## src/rtl/core/acrs_pkg.sv

```systemverilog
package acrs_pkg;

    localparam int MAX_SPANS = 64;
    localparam int AW        = 32;
    localparam int CW        = $clog2(MAX_SPANS + 1);

    localparam logic [1:0] OP_ADD    = 2'd0;
    localparam logic [1:0] OP_CHECK  = 2'd1;
    localparam logic [1:0] OP_CLEAR  = 2'd2;
    localparam logic [1:0] OP_UNUSED = 2'd3;

    localparam logic [AW-1:0] ANGLE_TOP = '1;

    typedef logic [MAX_SPANS-1:0] t_vec;

    typedef enum logic [2:0] {
        C_KEEP,
        C_TAKE_NEXT,
        C_TAKE_PREV,
        C_LOAD_NEW,
        C_SET_START,
        C_SET_END,
        C_END_FROM_NEXT
    } t_cell_op;

    typedef struct packed {
        logic lt;
        logic enclosed;
        logic contain;
        logic in_a;
        logic in_b;
        logic le;
        logic zero;
    } t_flags;

    function automatic t_vec first_of(input t_vec x);
        t_vec r;
        logic seen;
        seen = 1'b0;
        for (int j = 0; j < MAX_SPANS; j++) begin
            r[j] = x[j] & ~seen;
            seen = seen | x[j];
        end
        return r;
    endfunction

    function automatic t_vec from_first(input t_vec x);
        t_vec r;
        logic seen;
        seen = 1'b0;
        for (int j = 0; j < MAX_SPANS; j++) begin
            seen = seen | x[j];
            r[j] = seen;
        end
        return r;
    endfunction

endpackage

```

## src/rtl/core/acrs_cell.sv

```systemverilog
module acrs_cell
    import acrs_pkg::*;
(
    input  logic          i_clk,
    input  t_cell_op      i_op,
    input  logic [AW-1:0] i_s,
    input  logic [AW-1:0] i_e,
    input  logic [AW-1:0] i_prev_start,
    input  logic [AW-1:0] i_prev_end,
    input  logic [AW-1:0] i_next_start,
    input  logic [AW-1:0] i_next_end,
    input  logic          i_valid,
    input  logic          i_p,
    output logic [AW-1:0] o_start,
    output logic [AW-1:0] o_end,
    output t_flags        o_flags,
    output logic          o_p
);

    logic [AW-1:0] r_start, r_end;

    always_ff @(posedge i_clk) begin
        unique case (i_op)
            C_KEEP: begin
            end
            C_TAKE_NEXT: begin
                r_start <= i_next_start;
                r_end   <= i_next_end;
            end
            C_TAKE_PREV: begin
                r_start <= i_prev_start;
                r_end   <= i_prev_end;
            end
            C_LOAD_NEW: begin
                r_start <= i_s;
                r_end   <= i_e;
            end
            C_SET_START:     r_start <= i_s;
            C_SET_END:       r_end   <= i_e;
            C_END_FROM_NEXT: r_end   <= i_next_end;
            default: begin
            end
        endcase
    end

    always_comb begin
        o_flags.lt       = r_start < i_e;
        o_flags.enclosed = (r_start >= i_s) && (r_end <= i_e);
        o_flags.contain  = (r_start <= i_s) && (r_end >= i_e);
        o_flags.in_a     = (r_start >= i_s) && (r_start <= i_e);
        o_flags.in_b     = (r_end >= i_s) && (r_end <= i_e);
        o_flags.le       = r_start <= i_e;
        o_flags.zero     = r_start == '0;
    end

    assign o_p     = i_p & i_valid & o_flags.lt;
    assign o_start = r_start;
    assign o_end   = r_end;

endmodule

```

## config.mk

```make
export PLATFORM = sky130hd
export DESIGN_NAME = acrs_cell
export DESIGN_NICKNAME = d
export VERILOG_FILES = /design/src/rtl/core/acrs_pkg.sv /design/src/rtl/core/acrs_cell.sv
export SDC_FILE = /design/constraint.sdc
export NUM_CORES = 1
export LEC_CHECK = 0
export BUFFER_PORTS_ARGS = -buffer_cell sky130_fd_sc_hd__buf_2
export CORE_ASPECT_RATIO = 0.8
export CORE_MARGIN = 8
export CORE_UTILIZATION = 38
export CTS_BUF_LIST = sky130_fd_sc_hd__clkbuf_8 sky130_fd_sc_hd__clkbuf_16
export CTS_CLUSTER_DIAMETER = 150
export DETAILED_ROUTE_END_ITERATION = 10
export PLACE_DENSITY_LB_ADDON = 0.25
export SLEW_MARGIN = 20
export SYNTH_ARGS = -nofsm -noshare
export SYNTH_HDL_FRONTEND = slang
export SYNTH_SLANG_ARGS = --single-unit
```

## constraint.sdc

```tcl
create_clock -name i_clk -period 3 [get_ports i_clk]
set_clock_uncertainty 0.15 [all_clocks]
set_input_delay 0.6 -clock i_clk [delete_from_list [all_inputs] [get_ports i_clk]]
set_output_delay 0.6 -clock i_clk [all_outputs]
set_load 0.05 [all_outputs]
```

[After elaboration in Yosys (flattened, before gate mapping)]
Cells that the tools add are included.
Cells by class
  mux-type cells: 2
  reductions and logical operators: 10
  bitwise logic cells: 2
  eq/ne operators: 6
  magnitude comparators: 7
Operators with widths (number)
  32-bit case mux with 3 select lines: 2
  32-bit greater-or-equal comparator: 3
  32-bit less-or-equal comparator: 3
  32-bit zero test: 1
  32-bit < comparator: 1
  3-bit equality test (second input constant): 3
  3-bit by 2-bit equality test with 1-bit output (second input constant): 2
  3-bit nonzero test: 2
  2-bit OR reduction: 3
  1-bit logical AND: 4
  3-bit by 1-bit equality test with 1-bit output (second input constant): 1
  1-bit bitwise AND: 2
Storage, ports and cells
  bits of input ports: 198
  logic and storage cells: 29
  output and inout port bits: 72
  bits in registers: 64

[Longest topological paths before layout]
  word-level depth: 3
  depth in mapped cells: 8
  gate-level depth less buffers: 8

[Worst setup path after synthesis]
No wires, ideal clock.
  path kind: reg2out
  start point: register r_start[25] (netlist: o_start[25])
  end point: output port o_p
  required time: 2250 ps
  buffers on the path: 0
  slack: -680 ps
  cell stages (with the launch flop): 8
  arrival time: 2930 ps
  cells stage by stage: edfxtp_1 > ha_1 > a21o_1 > a221o_1 > a221oi_1 > o21ai_1 > a21oi_2 > and3_1
RTL lines
  from (decl): RTL line acrs_cell.sv:20  | logic [AW-1:0] r_start, r_end;
  from (signal assigned): RTL line acrs_cell.sv:27  | r_start <= i_next_start;
  from (signal assigned): RTL line acrs_cell.sv:31  | r_start <= i_prev_start;
  from (signal assigned): RTL line acrs_cell.sv:35  | r_start <= i_s;
  to (decl): RTL line acrs_cell.sv:17  | output logic o_p

==> key figures <==
Yosys
  • Syn Inst Count: 700
  • Synth Warn #: 0
  • Post-synthesis sequential area ratio: between 30% and 40%
  • Ys flop type: edfxtp_1
  • Synth cell count leaders: nand2_1 (164), ha_1 (128), inv_1 (69)
  • Post-synth EDFFs: 64
  • Netlist cell types: 47
  • Synth top area cells: edfxtp_1 (31%), ha_1 (26%), nand2_1 (10%)
  • Async SR Flop Fraction: 0%
  • Top-count cell post-synth: nand2_1
  • Post-synth top area share: 31.2%
  • Syn avg cell area: approximately 9 sq um
  • Yosys reg bits: 64
  • Mapped Nets: between 1,000 and 1,500
  • Area leader, netlist: edfxtp_1
  • Synthesized area: between 6000 and 7000 sq um

Worst hold path
  • Hold Crit Start: i_prev_end[12]
  • Worst hold stages: 3
  • Hold path endpoint: o_end[12]
  • Worst hold path class: input port to register

Floorplan
  • Core box area: around 16,000 sq um
  • Top Ports: 270
  • Vert. Die Dim: about 130 um
  • Starting Density: between 30 and 40%
  • Die Area: slightly above 20,000 sq um
  • Die Width: approximately 160 um
  • Rows: 41

Worst setup path
  • Critical path peak fanout: 2
  • Critical path capture point type: primary output
  • Worst Path Required: around 2.3 ns
  • Startpoint types: register
  • Crit path DAT: between 2 and 3 ns
  • Crit path kind: register to primary output

Route
  • DRC violation total after the first TritonRoute iteration: 670
  • DRC viols: 0
  • WL/cell: 19.6 um
  • Post-route ant nets: 0
  • Met2 routed wirelength: approximately 12,000 um
  • Routed WL: around 26,000 um
  • Highest routing layer actually used: met4
  • Met3 wire len: 2140 um
  • Vias per cell: 5.26
  • Via count: 7,001
  • M1 wire length: approximately 12,000 um
  • First drt pass iteration count: 5

Clock network
  • Clock slew at reported path FFs: roughly 0.060 ns
  • CTS tree: yes
  • Root Driver: clkbuf_16
  • TritonCTS Sinks: 64
  • # H-tree levels: 3
  • Cts bufs inserted: 9
  • CTS max path bufs: 2

Finish
  • Fraction of layout cells with a size suffix above 1: roughly 45%
  • Post-Route Utilization: 61.1%
  • Final net count: 1,439
  • Non-Filler Instances: between 1,000 and 1,500
  • Syn-to-layout area delta: 56.8%
  • Antenna Cells: 0

Placed design
  • Gpl congestion: ~0.93
  • Placed Cells: around 1,300
  • Port bufs: between 200 and 300
  • Detailed placement HPWL: roughly 21,000 um

Global routing
  • First-pass GRT wire length: between 30,000 and 40,000 um
  • Vias in the first global route: between 7,000 and 8,000
  • Initial antenna violation count: 0
  • Global route overflow: 0
  • Largest net degree at the start of global routing: 33
  • Total Routing Usage GR: 25.0%

Pwr
  • PwrDens: about 500 nW/um^2
  • Leakage: ~5 nW
  • Worst vdd ir: 0.253 mV

Outcome
  • Failing checks: setup timing
  • Status: complete, but fails checks

Timing
  • Maximum clock rate: 0.286 GHz
  • RSZ-0062 raised after global routing: yes
  • Slew Limit Fails: 0
  • Endpoints failing hold: 0
  • Final setup viols: 7
  • Post-route setup slack: -0.498 ns
  • Crit share post-route: 117%
  • Slew @ Worst Pin: between 0.9 and 1 ns
  • Tmin final: approximately 3.5 ns
  • Rel. slew slack: a little over a third

Run
  • Max-cap violation count: 0
==> through the flow <==
stage / TNS, ns / setup slack, ns / hold slack, ns / power [mW] / instance area, sq um
CTS: -2.61 / -0.527 / 0.358 / 4.76 / 9400
global route: -3.39 / -0.606 / 0.371 / 5.14 / 9660
global placement: -3.32 / -0.628 / 0.721 / 3.64 / 8890
detailed placement: -3.48 / -0.627 / 0.719 / 3.68 / 8890
floorplan: -1.63 / -0.355 / 0.632 / 2.67 / 6260
finish: -2.65 / -0.498 / 0.370 / 4.88 / 9660
==> where the power goes <==
group          internal, mW  switching (mW)  leakage (nW)
logic                  1.03            1.55          4.26
clock network         0.543           0.424         0.127
registers              1.17           0.151         0.635
==> kinds of logic after synthesis <==
group / count (synthesis) / share of synthesized area, %
and+or+nand+nor: 252 / 18.9
xor gates and xnor gates: 2 / 0.284
adders and majority gates: 128 / 26.0
buffers and inverters: 89 / 5.50
AOI/OAI and AO/OA: 165 / 18.1
DFF: 64 / 31.2
==> registers in the layout, summed over array words and instances (netlist names) <==
register / count
o_end: 32
o_start: 32
==> how the worst max path moves through the flow <==
stage	start	to	slack [ns]
floorplan	o_start[27]	o_p	-0.36
global placement	i_e[14]	o_flags[4]	-0.63
detailed placement	i_e[15]	o_flags[4]	-0.63
CTS	o_start[30]	o_flags[5]	-0.53
global route	o_start[30]	o_flags[5]	-0.61
finish	o_start[30]	o_flags[5]	-0.50
==> cell type report <==
class | instances | area, sq um
Fill cell | 1438 | 6140
Multi-Input combinational cell | 547 | 4330
Timing Repair Buffer | 422 | 2620
Sequential cell | 64 | 1920
Tap cell | 215 | 269
Inverter | 69 | 259
Clock buffer | 9 | 225
Clock inverter | 6 | 28.8
==> routing by layer <==
layer	track usage (%)	up-vias
met3	5.25	37
met1	33.0	3246
met2	40.4	301
li1	-	3417
met4	7.25	0
met5	0	-
==> critical path, cell delays in order, from the launching register on <==
cell and delay [ns]:
edfxtp_1 0.42, ha_4 0.29, nand4_1 0.20, or3_4 0.42, nor4_4 0.31, nand3_1 0.19
buf_6 0.16, a22oi_2 0.23, buf_12 0.17
==> timing repair <==
action                     in CTS  in global routing
setup endpoints to repair       7                  8
hold buffers                    0                  0
gates resized for setup        30                 36
buffers inserted               14                  9
pin swaps                      19                 20
==> cells in the final DEF (no fill, tap or decap), types with 10 or more instances in the layout <==
cell and instances:
a21oi_1 43, a22oi_1 64, buf_2 261, buf_4 145, edfxtp_1 64, ha_1 114
ha_4 14, inv_1 64, nand2_1 163, nand3_1 16, nand4_1 18, nor2_1 10
o21ai_0 12
(Power assumes the default switching activity.)
